### src/design/fbpa_pkg.sv
// fbpa_pkg: shared constants, types and helpers for the block pool allocator.
// No dependencies; used by every module of the block but fbpa_ram.
package fbpa_pkg;

    localparam int NUM_BLOCKS  = 256;
    localparam int INDEX_SPAN  = 256;
    localparam int IDX_W       = 8;
    localparam int CNT_W       = 9;
    localparam int BLOCK_LIMIT = (NUM_BLOCKS < INDEX_SPAN) ? NUM_BLOCKS : INDEX_SPAN;

    localparam logic       OP_ALLOC   = 1'b0;
    localparam logic       OP_FREE    = 1'b1;

    localparam logic [1:0] ST_OK      = 2'd0;
    localparam logic [1:0] ST_EMPTY   = 2'd1;
    localparam logic [1:0] ST_INVALID = 2'd2;

    localparam logic [CNT_W-1:0] COUNT_RESET = 9'd256;

    typedef struct packed {
        logic issue;
        logic exec;
        logic fmt;
        logic clr;
    } cmd_t;

    typedef struct packed {
        logic out_busy;
        logic clr_last;
    } stat_t;

    // clamp the programmed block count to 1 .. BLOCK_LIMIT
    function automatic logic [CNT_W-1:0] eff_count(input logic [CNT_W-1:0] n);
        logic [CNT_W-1:0] r;
        r = n;
        if (n == '0)
        begin
            r = 9'd1;
        end
        else if (n > CNT_W'(BLOCK_LIMIT))
        begin
            r = CNT_W'(BLOCK_LIMIT);
        end
        return r;
    endfunction

endpackage

### src/design/fixed_block_pool_allocator.sv
// fixed_block_pool_allocator: top level of the fixed-size block pool allocator.
// Depends on fbpa_pkg, fbpa_ctrl, fbpa_dp (and fbpa_ram through fbpa_dp).
//
// Usage:
//   s_axis carries requests: tuser is the operation (allocate or free), tdata
//   the block to free. m_axis returns one item per request: tuser the status
//   (ok, pool empty, invalid free), tdata the granted block and the count of
//   blocks in use after the request. cfg writes the block count and formats
//   the pool; write it only while no request is outstanding.
//   For each item the accept edge starts a registered read of the link and
//   mark memories, and the exec edge applies the update and loads the result
//   register; exec waits while a result is held in that register and not taken.
//   A new request is accepted only after the current one has loaded the result register.
//   m_axis_tvalid rises at the edge that loads the result register.
//   Reset and every cfg write format the pool, then a pass over all 256 entries writes
//   the ascending links and free marks; s_axis_tready and cfg_ready are low
//   during the pass. s_axis_tready is also low while cfg_valid is high.
//   One result can wait in the output register while the next request is
//   accepted; that request then holds until the result is taken.
module fixed_block_pool_allocator (
    input  logic        clk,
    input  logic        rst_n,
    input  logic        s_axis_tvalid,
    output logic        s_axis_tready,
    input  logic [7:0]  s_axis_tdata,   // [7:0] block_index
    input  logic [0:0]  s_axis_tuser,   // [0] op
    output logic        m_axis_tvalid,
    input  logic        m_axis_tready,
    output logic [23:0] m_axis_tdata,   // [7:0] granted_index, [16:8] used_count
    output logic [1:0]  m_axis_tuser,   // [1:0] status
    input  logic        cfg_valid,
    output logic        cfg_ready,
    input  logic [8:0]  cfg_data        // [8:0] block_count
);

    fbpa_pkg::cmd_t  cmd;
    fbpa_pkg::stat_t stat;
    logic [fbpa_pkg::IDX_W-1:0] granted;
    logic [fbpa_pkg::CNT_W-1:0] used;

    fbpa_ctrl u_ctrl (
        .clk       (clk),
        .rst_n     (rst_n),
        .in_valid  (s_axis_tvalid),
        .in_ready  (s_axis_tready),
        .cfg_valid (cfg_valid),
        .cfg_ready (cfg_ready),
        .out_ready (m_axis_tready),
        .stat      (stat),
        .cmd       (cmd)
    );

    fbpa_dp u_dp (
        .clk         (clk),
        .rst_n       (rst_n),
        .cmd         (cmd),
        .stat        (stat),
        .in_op       (s_axis_tuser[0]),
        .in_idx      (s_axis_tdata),
        .cfg_data    (cfg_data),
        .out_ready   (m_axis_tready),
        .out_valid   (m_axis_tvalid),
        .out_status  (m_axis_tuser),
        .out_granted (granted),
        .out_used    (used)
    );

    assign m_axis_tdata = {7'd0, used, granted};

endmodule

### src/design/fbpa_ram.sv
// fbpa_ram: generic single write port, single read port RAM, registered read.
// No dependencies.
module fbpa_ram #(
    parameter int WIDTH = 8,
    parameter int DEPTH = 256
) (
    input  logic                     clk,
    input  logic                     we,
    input  logic [$clog2(DEPTH)-1:0] waddr,
    input  logic [WIDTH-1:0]         wdata,
    input  logic                     re,
    input  logic [$clog2(DEPTH)-1:0] raddr,
    output logic [WIDTH-1:0]         rdata
);

    logic [WIDTH-1:0] mem [DEPTH];

    always_ff @(posedge clk)
    begin
        if (we)
        begin
            mem[waddr] <= wdata;
        end
        if (re)
        begin
            rdata <= mem[raddr];
        end
    end

endmodule

### src/design/fbpa_ctrl.sv
// fbpa_ctrl: sequencing state machine for the block pool allocator.
// Depends on fbpa_pkg.
module fbpa_ctrl (
    input  logic          clk,
    input  logic          rst_n,
    input  logic          in_valid,
    output logic          in_ready,
    input  logic          cfg_valid,
    output logic          cfg_ready,
    input  logic          out_ready,
    input  fbpa_pkg::stat_t stat,
    output fbpa_pkg::cmd_t  cmd
);

    localparam logic [1:0] S_CLEAR = 2'd0;
    localparam logic [1:0] S_IDLE  = 2'd1;
    localparam logic [1:0] S_EXEC  = 2'd2;

    logic [1:0] state_reg;
    logic [1:0] state_next;
    logic       slot_free;

    assign slot_free = !stat.out_busy || out_ready;
    assign in_ready  = (state_reg == S_IDLE) && !cfg_valid;
    assign cfg_ready = (state_reg == S_IDLE);

    always_comb
    begin
        state_next = state_reg;
        cmd        = '0;
        unique case (state_reg)
            S_CLEAR:
            begin
                cmd.clr = 1'b1;
                if (stat.clr_last)
                begin
                    state_next = S_IDLE;
                end
            end
            S_IDLE:
            begin
                if (cfg_valid)
                begin
                    cmd.fmt    = 1'b1;
                    state_next = S_CLEAR;
                end
                else if (in_valid)
                begin
                    cmd.issue  = 1'b1;
                    state_next = S_EXEC;
                end
            end
            S_EXEC:
            begin
                if (slot_free)
                begin
                    cmd.exec   = 1'b1;
                    state_next = S_IDLE;
                end
            end
            default:
            begin
                state_next = S_IDLE;
            end
        endcase
    end

    always_ff @(posedge clk or negedge rst_n)
    begin
        if (!rst_n)
        begin
            state_reg <= S_CLEAR;
        end
        else
        begin
            state_reg <= state_next;
        end
    end

endmodule

### src/design/fbpa_dp.sv
// fbpa_dp: free list datapath - link and mark memories, list pointers, result register.
// Depends on fbpa_pkg and fbpa_ram.
module fbpa_dp (
    input  logic                         clk,
    input  logic                         rst_n,
    input  fbpa_pkg::cmd_t               cmd,
    output fbpa_pkg::stat_t              stat,
    input  logic                         in_op,
    input  logic [fbpa_pkg::IDX_W-1:0]   in_idx,
    input  logic [fbpa_pkg::CNT_W-1:0]   cfg_data,
    input  logic                         out_ready,
    output logic                         out_valid,
    output logic [1:0]                   out_status,
    output logic [fbpa_pkg::IDX_W-1:0]   out_granted,
    output logic [fbpa_pkg::CNT_W-1:0]   out_used
);

    localparam int IW = fbpa_pkg::IDX_W;
    localparam int CW = fbpa_pkg::CNT_W;
    localparam int NE = fbpa_pkg::INDEX_SPAN;

    logic [CW-1:0] count_reg, count_next;
    logic [IW-1:0] head_reg, head_next;
    logic [IW-1:0] tail_reg, tail_next;
    logic          nonempty_reg, nonempty_next;
    logic [CW-1:0] used_reg, used_next;
    logic [IW-1:0] clr_idx_reg, clr_idx_next;
    logic          op_reg;
    logic [IW-1:0] idx_reg;
    logic          out_valid_reg, out_valid_next;
    logic [1:0]    out_status_reg;
    logic [IW-1:0] out_granted_reg;
    logic [CW-1:0] out_used_reg;

    logic          link_we;
    logic [IW-1:0] link_waddr, link_wdata, link_rdata;
    logic          mark_we, mark_wdata, mark_rdata;
    logic [IW-1:0] mark_waddr;

    logic [CW-1:0] eff;
    logic [CW-1:0] eff_new;
    logic [1:0]    res_status;
    logic [IW-1:0] res_granted;

    fbpa_ram #(.WIDTH(IW), .DEPTH(NE)) u_link_ram (
        .clk   (clk),
        .we    (link_we),
        .waddr (link_waddr),
        .wdata (link_wdata),
        .re    (cmd.issue),
        .raddr (head_reg),
        .rdata (link_rdata)
    );

    fbpa_ram #(.WIDTH(1), .DEPTH(NE)) u_mark_ram (
        .clk   (clk),
        .we    (mark_we),
        .waddr (mark_waddr),
        .wdata (mark_wdata),
        .re    (cmd.issue),
        .raddr (in_idx),
        .rdata (mark_rdata)
    );

    assign eff     = fbpa_pkg::eff_count(count_reg);
    assign eff_new = fbpa_pkg::eff_count(cfg_data);

    assign stat.out_busy = out_valid_reg;
    assign stat.clr_last = (clr_idx_reg == IW'(NE - 1));
    assign out_valid     = out_valid_reg;
    assign out_status    = out_status_reg;
    assign out_granted   = out_granted_reg;
    assign out_used      = out_used_reg;

    always_comb
    begin
        count_next    = count_reg;
        head_next     = head_reg;
        tail_next     = tail_reg;
        nonempty_next = nonempty_reg;
        used_next     = used_reg;
        clr_idx_next  = clr_idx_reg;
        link_we       = 1'b0;
        link_waddr    = tail_reg;
        link_wdata    = idx_reg;
        mark_we       = 1'b0;
        mark_waddr    = idx_reg;
        mark_wdata    = 1'b0;
        res_status    = fbpa_pkg::ST_OK;
        res_granted   = '0;

        // clearing pass: one entry a cycle gets its ascending link and a free mark
        if (cmd.clr)
        begin
            link_we      = 1'b1;
            link_waddr   = clr_idx_reg;
            link_wdata   = clr_idx_reg + 8'd1;
            mark_we      = 1'b1;
            mark_waddr   = clr_idx_reg;
            mark_wdata   = 1'b0;
            clr_idx_next = clr_idx_reg + 8'd1;
        end

        if (cmd.exec)
        begin
            if (op_reg == fbpa_pkg::OP_ALLOC)
            begin
                if (!nonempty_reg)
                begin
                    res_status = fbpa_pkg::ST_EMPTY;
                end
                else
                begin
                    res_granted = head_reg;
                    mark_we     = 1'b1;
                    mark_waddr  = head_reg;
                    mark_wdata  = 1'b1;
                    if (head_reg == tail_reg)
                    begin
                        nonempty_next = 1'b0;
                    end
                    else
                    begin
                        head_next = link_rdata;
                    end
                    used_next = used_reg + 9'd1;
                end
            end
            else
            begin
                if (({1'b0, idx_reg} >= eff) || !mark_rdata)
                begin
                    res_status = fbpa_pkg::ST_INVALID;
                end
                else
                begin
                    mark_we = 1'b1;
                    if (!nonempty_reg)
                    begin
                        head_next     = idx_reg;
                        nonempty_next = 1'b1;
                    end
                    else
                    begin
                        link_we = 1'b1;
                    end
                    tail_next = idx_reg;
                    used_next = used_reg - 9'd1;
                end
            end
        end

        if (cmd.fmt)
        begin
            count_next    = cfg_data;
            head_next     = '0;
            tail_next     = IW'(eff_new - 9'd1);
            nonempty_next = 1'b1;
            used_next     = '0;
        end
    end

    always_comb
    begin
        out_valid_next = out_valid_reg;
        if (cmd.exec)
        begin
            out_valid_next = 1'b1;
        end
        else if (out_ready)
        begin
            out_valid_next = 1'b0;
        end
    end

    always_ff @(posedge clk or negedge rst_n)
    begin
        if (!rst_n)
        begin
            count_reg     <= fbpa_pkg::COUNT_RESET;
            head_reg      <= '0;
            tail_reg      <= IW'(fbpa_pkg::eff_count(fbpa_pkg::COUNT_RESET) - 9'd1);
            nonempty_reg  <= 1'b1;
            used_reg      <= '0;
            clr_idx_reg   <= '0;
            out_valid_reg <= 1'b0;
        end
        else
        begin
            count_reg     <= count_next;
            head_reg      <= head_next;
            tail_reg      <= tail_next;
            nonempty_reg  <= nonempty_next;
            used_reg      <= used_next;
            clr_idx_reg   <= clr_idx_next;
            out_valid_reg <= out_valid_next;
        end
    end

    always_ff @(posedge clk)
    begin
        if (cmd.issue)
        begin
            op_reg  <= in_op;
            idx_reg <= in_idx;
        end
        if (cmd.exec)
        begin
            out_status_reg  <= res_status;
            out_granted_reg <= res_granted;
            out_used_reg    <= used_next;
        end
    end

endmodule

### config.mk
export PLATFORM = sky130hd
export DESIGN_NAME = fixed_block_pool_allocator
export DESIGN_NICKNAME = d
export VERILOG_FILES = /design/src/design/fbpa_pkg.sv /design/src/design/fixed_block_pool_allocator.sv /design/src/design/fbpa_ram.sv /design/src/design/fbpa_ctrl.sv /design/src/design/fbpa_dp.sv
export SDC_FILE = /design/constraint.sdc
export NUM_CORES = 2
export LEC_CHECK = 0
export BUFFER_PORTS_ARGS = -buffer_cell sky130_fd_sc_hd__buf_2
export CORE_ASPECT_RATIO = 1.4
export CORE_UTILIZATION = 42
export CTS_CLUSTER_DIAMETER = 120
export DETAILED_ROUTE_END_ITERATION = 10
export HOLD_SLACK_MARGIN = 0.08
export PLACE_DENSITY = 0.57
export SLEW_MARGIN = 20
export SYNTH_ARGS = -nofsm -noshare
export SYNTH_HDL_FRONTEND = slang
export SYNTH_HIERARCHICAL = 1
export SYNTH_SLANG_ARGS = --single-unit
### constraint.sdc
create_clock -name clk -period 35.6 [get_ports clk]
set_input_delay 3.56 -clock clk [delete_from_list [all_inputs] [get_ports clk]]
set_output_delay 3.56 -clock clk [all_outputs]
set_load 0.02 [all_outputs]
## After elaboration in Yosys (flattened, before gate mapping)

Memories as Yosys holds them, arrays and structs flattened. A register that Yosys moved wholly into a read port is not among the register bits.
Cells that the tools add are included.

- Input port bits: 23
- Output and inout port bits: 29
- Word-level logic and storage cells: 117
- Memories: 2
- RAM bits: 2,304
- Bits in registers: 74

Memories:

| memory | depth | width | rd ports | clocked after Yosys merged registers in | wr ports | RTL line | source |
|---|---|---|---|---|---|---|---|
| u_dp.u_link_ram.mem | 256 | 8 | 1 | 1 | 1 | fbpa_ram.sv:16 | `logic [WIDTH-1:0] mem [DEPTH];` |
| u_dp.u_mark_ram.mem | 256 | 1 | 1 | 1 | 1 | fbpa_ram.sv:16 |  |

- Multiplexer cells: 65
- Order comparisons: 3
- Eq/ne operators: 11
- Bitwise gates (word level): 1
- Reductions and logical operators: 18
- Add/sub/neg operators: 4

Operators with widths:

| cell | number |
|---|---|
| two-way mux 8 bit | 19 |
| two-way mux 9 bit | 7 |
| two-way mux 1 bit | 32 |
| > comparator 9 bit, second input constant | 2 |
| zero test 9 bit | 2 |
| two-way mux 2 bit | 6 |
| adder 9 x 1 -> 9 bit, second input constant | 1 |
| greater-or-equal comparator 8 x 9 -> 1 bit | 1 |
| != test 3 bit, second input constant | 3 |
| subtractor 9 x 1 -> 9 bit, second input constant | 1 |
| adder 8 x 1 -> 8 bit, second input constant | 1 |
| equality test 8 bit | 1 |
| equality test 8 bit, second input constant | 1 |
| subtractor 8 x 1 -> 8 bit, second input constant | 1 |
| one-hot mux 2 bit (3 select lines) | 1 |
| AND reduction 3 bit | 2 |
| nonzero test 2 bit | 3 |
| AND reduction 5 bit | 1 |
| != test 2 bit, second input constant | 2 |
| zero test 1 bit | 3 |
| != test 3 x 2 -> 1 bit, second input constant | 1 |
| nonzero test 3 bit | 1 |
| equality test 2 x 1 -> 1 bit, second input constant | 1 |
| equality test 2 bit, second input constant | 1 |
| 7 further kinds | 8 |

## Depth between registers and ports, before layout

- Depth after elaboration: 10
- Mapped depth: 14
- Gate-level depth less buffers: 12

## Modules after synthesis

Netlist, hierarchy kept.

Modules (own cells, without submodules):

| module | sequential area each (um^2) | area an instance (um^2) | cells each | instances |
|---|---|---|---|---|
| fbpa_ram at u_dp.u_link_ram | 61,739.2 | 79,636.4 | 3,733 | 1 |
| fbpa_ram at u_dp.u_mark_ram | 7,717.4 | 11,138.2 | 788 | 1 |
| fbpa_dp | 1,954.4 | 4,282.9 | 411 | 1 |
| fbpa_ctrl | 50.0 | 138.9 | 14 | 1 |
| fixed_block_pool_allocator | 0.0 | 56.3 | 8 | 1 |

## Worst setup path after synthesis

No wires, ideal clock.

- Kind: register to register
- Start point: register u_ctrl.state_reg[1]
- End point: memory u_dp.u_link_ram.mem[0][1] (data pin)
- Required time: 33.413 ns
- Path slack: 22.659 ns
- Stages on the path, launching flop included: 5
- Library setup time: 2.187 ns
- Arrival time: 10.753 ns
- Path through: dfrtp_1 > nor2_1 > clkbuf_1 > clkbuf_1 > o21ai_0

RTL lines:

| element | RTL line | source |
|---|---|---|
| start, declared | fbpa_ctrl.sv:19 | `logic [1:0] state_reg;` |
| start signal, assigned | fbpa_ctrl.sv:76 | `state_reg <= state_next;` |
| end, declared | fbpa_ram.sv:16 |  |

## Worst setup path after layout

- Start point: input port cfg_valid
- End point: output port s_axis_tready

- Word-level cells in the longest chain between the ends: 2

Ends and longest elaborated chain:

| element | RTL line | source |
|---|---|---|
| start, declared | fixed_block_pool_allocator.sv:31 | `input logic cfg_valid,` |
| zero test 1 bit | fbpa_ctrl.sv:24 | `assign in_ready = (state_reg == S_IDLE) && !cfg_valid;` |
| logical AND 1 bit | fbpa_ctrl.sv:24 |  |
| end, declared | fixed_block_pool_allocator.sv:24 | `output logic s_axis_tready,` |

Every way passes these cells.

==> results.tsv <==
metric	value	unit
layout_min_cycle_time	7.61	ns
io_buffers	44	
tightest_slew	1.24	ns
crit_family	buffers and inverters	
dp.cells	7797	
max_freq	131	MHz
regMostFlops	u_dp/u_link_ram/mem	
drt-total-wl	246000	um
path_cells	buf_2, nor3b_2, buf_2	
cts_hold_buf	0	
maxSlewHeadroom	17.1	%
yosysSeqAreaShare	75.0	%
post_cts_buffers	0	
hpwl	150000	um
period_share	21.4	%
cts_buffer_depth	4	
cts_tree	done	
ir_drop	0.0000382	V
max_cap_violations	0	
post_drt_wl_per_cell	29.9	um
setup_viol	0	
async_flop_share	1.93	%
synthCells	4954	
num_rows	206	
layout-drive-gt1-share	20.3	%
status	finished clean	
slowest_delay	0.20	ns
ys_seq_elements	2387	
htreeDepth	4	
clock_skew	0.0473	ns
die_area	0.229	mm^2
initial_utilization	42.3	%
cts-resized-gates	0	
gp_congestion	0.864	
final_antenna_net_count	0	
clk_pin_slew	0.06	ns
synth_top_area_share	73.8	%
min_path_type	reg2reg	
whs	0.524	ns
cp.arrival	4.05	ns
finalNetCount	5041	
die_w	404	um
maxSlewViolCount	0	
syn2layout_area_growth	10.9	%
cts_buffers	222	
gr-total-overflow	0	
setup.worst_path.class	in2out	
drc	0	
track_usage	21.3	%
start_kind	input pin	
num_vias	47800	
crit_path_end_kind	output port	
rsz0062_at_grt	no	
first_pass_iters	5	
grt_pass1_wl	352000	um
fp.dieH	565	um
pin_count	52	
yosysUniqueCellTypes	91	
crit_required	32.04	ns
antenna_found_initial	6	
finalHoldViolCount	0	
cts_num_sinks	2387	
clkLatencyLatePin	0.87	ns
slowest_stage	buf_2	
reg2reg_slack	28.98	ns
synth_flop_cell	edfxtp_1	
synth_area_leader_cell	edfxtp_1	
cellLeakagePower	31.5	nW
grt_pass1_vias	48700	
largest_reg_flops	2048	
drtIter0Drc	4698	
netlist_area	0.0953	mm^2
p_per_area	51.5	mW/mm^2
crit_buf_inv	2	
synth_edf_count	2341	
cts_root_buffer	clkbuf_16	
via_per_inst	5.82	
grt_max_degree	194	
ys_warn_count	6	
stdcell_count	8207	
setup_tns	0	ns
yosys-top-cells-area	edfxtp_1 74%, mux4_2 12%, nor2_1 2.3%, mux2i_1 2.2%, a22oi_1 1.1%	
critPathMaxFanout	3	
path_common_cell	buf_2	
core	0.225	mm^2
synth.avg_cell_area	19.2	um^2
top_regs	u_dp/u_link_ram/mem x2048, u_dp/u_mark_ram/mem x256	
## report_power, final
group	switching [mW]	internal [mW]	total [mW]
clock network	1.03	1.35	2.38
logic	0.0147	0.00736	0.0221
registers	0.00000000000000000288	3.04	3.04
total	1.05	4.39	5.44
## cells in the final DEF (no fill, tap or decap), types with 13 or more instances in the layout
cell type	Yosys	routed
nor2_1	578	574
o22ai_1	51	51
a211oi_1	18	18
edfxtp_1	2341	2341
a22o_1	14	14
nand2_1	95	94
mux4_2	496	496
xor2_1	13	13
a22oi_1	145	145
o211ai_1	13	13
nand4_1	14	14
inv_1	14	13
mux2_2	27	27
clkbuf_1	166	41
o21ai_0	32	31
nand3_1	55	54
clkbuf_16	0	225
buf_2	41	42
nor4_1	37	32
clkinv_1	2	50
nor2b_1	48	45
dfrtp_1	36	30
buf_4	41	94
nor3_1	32	29
mux2i_1	205	205
clkinv_2	0	40
nand2b_1	17	17
a21oi_1	122	115
bufinv_16	0	25
a221oi_1	13	13
and2_1	16	15
o221ai_1	48	48
## synthesized netlist by cell type, types with 14 or more instances
| cell type | n |
|---|---|
| a211oi_1 | 18 |
| a21oi_1 | 122 |
| a22o_1 | 14 |
| a22oi_1 | 145 |
| and2_1 | 16 |
| buf_1 | 23 |
| buf_2 | 41 |
| buf_4 | 41 |
| buf_6 | 29 |
| clkbuf_1 | 166 |
| dfrtp_1 | 36 |
| edfxtp_1 | 2341 |
| inv_1 | 14 |
| mux2_2 | 27 |
| mux2i_1 | 205 |
| mux4_2 | 496 |
| nand2_1 | 95 |
| nand2b_1 | 17 |
| nand3_1 | 55 |
| nand4_1 | 14 |
| nor2_1 | 578 |
| nor2b_1 | 48 |
| nor3_1 | 32 |
| nor4_1 | 37 |
| o21ai_0 | 32 |
| o221ai_1 | 48 |
| o22ai_1 | 51 |
## logic make-up after synthesis
family / count (synthesis) / share of synthesized area [%]
buf+inv: 339 / 2.08
fa+ha+maj: 12 / 0.158
other cells: 1 / 0.00394
flops: 2387 / 75.0
mux: 734 / 14.3
xor+xnor: 24 / 0.221
simple gates: 943 / 4.43
compound gates: 514 / 3.78
## metrics by stage
| step | setup WS [ns] | power (mW) | cell area [um^2] | utilization, % |
|---|---|---|---|---|
| finish | 27.99 | 5.44 | 106000 | 46.9 |
| global route | 27.82 | 5.57 | 106000 | 46.9 |
| CTS | 27.95 | 5.48 | 106000 | 46.9 |
| detailed placement | 27.06 | 3.12 | 98400 | 43.7 |
| global placement | 27.21 | 3.12 | 98400 | 43.7 |
| floorplan | 22.66 | 3.11 | 95300 | - |
## per-layer routing
metal,GRT usage (%),part of all wire [%],vias to the layer above
met5,0,0.0028,-
met4,8.33,4.0,2
met3,2.74,5.0,402
met2,38.4,53,1554
met1,26.0,38,25500
li1,-,-,20200
## area by class of cell
| cell class | instances | area [um^2] |
|---|---|---|
| repair buffers | 145 | 1080 |
| well taps | 3016 | 3770 |
| multi-input cells | 2234 | 22000 |
| inverters | 16 | 65.1 |
| clock inverters | 131 | 1320 |
| clock buffers | 270 | 5840 |
| fillers | 18900 | 120000 |
| flip-flops and latches | 2387 | 71500 |
| diodes | 8 | 20.0 |
## tightest hold or removal path, delay by kind of cell (launching register included)
kind / cells / cell delay, ns
compound gates: 2 / 0.14
flops: 1 / 0.38
## final timing paths
check                            startpoint                        to  cells after the start
min in group asynchronous             rst_n          u_dp/head_reg[7]                      2
max reg2reg                u_dp/head_reg[0]  u_dp/u_link_ram/rdata[7]                     10
min reg2reg                u_dp/tail_reg[1]          u_dp/tail_reg[1]                      2
min                        u_dp/tail_reg[1]          u_dp/tail_reg[1]                      2
max                               cfg_valid             s_axis_tready                      3
max in group asynchronous             rst_n          u_dp/head_reg[0]                      2
Note: power is estimated with default switching activity, not from simulation.
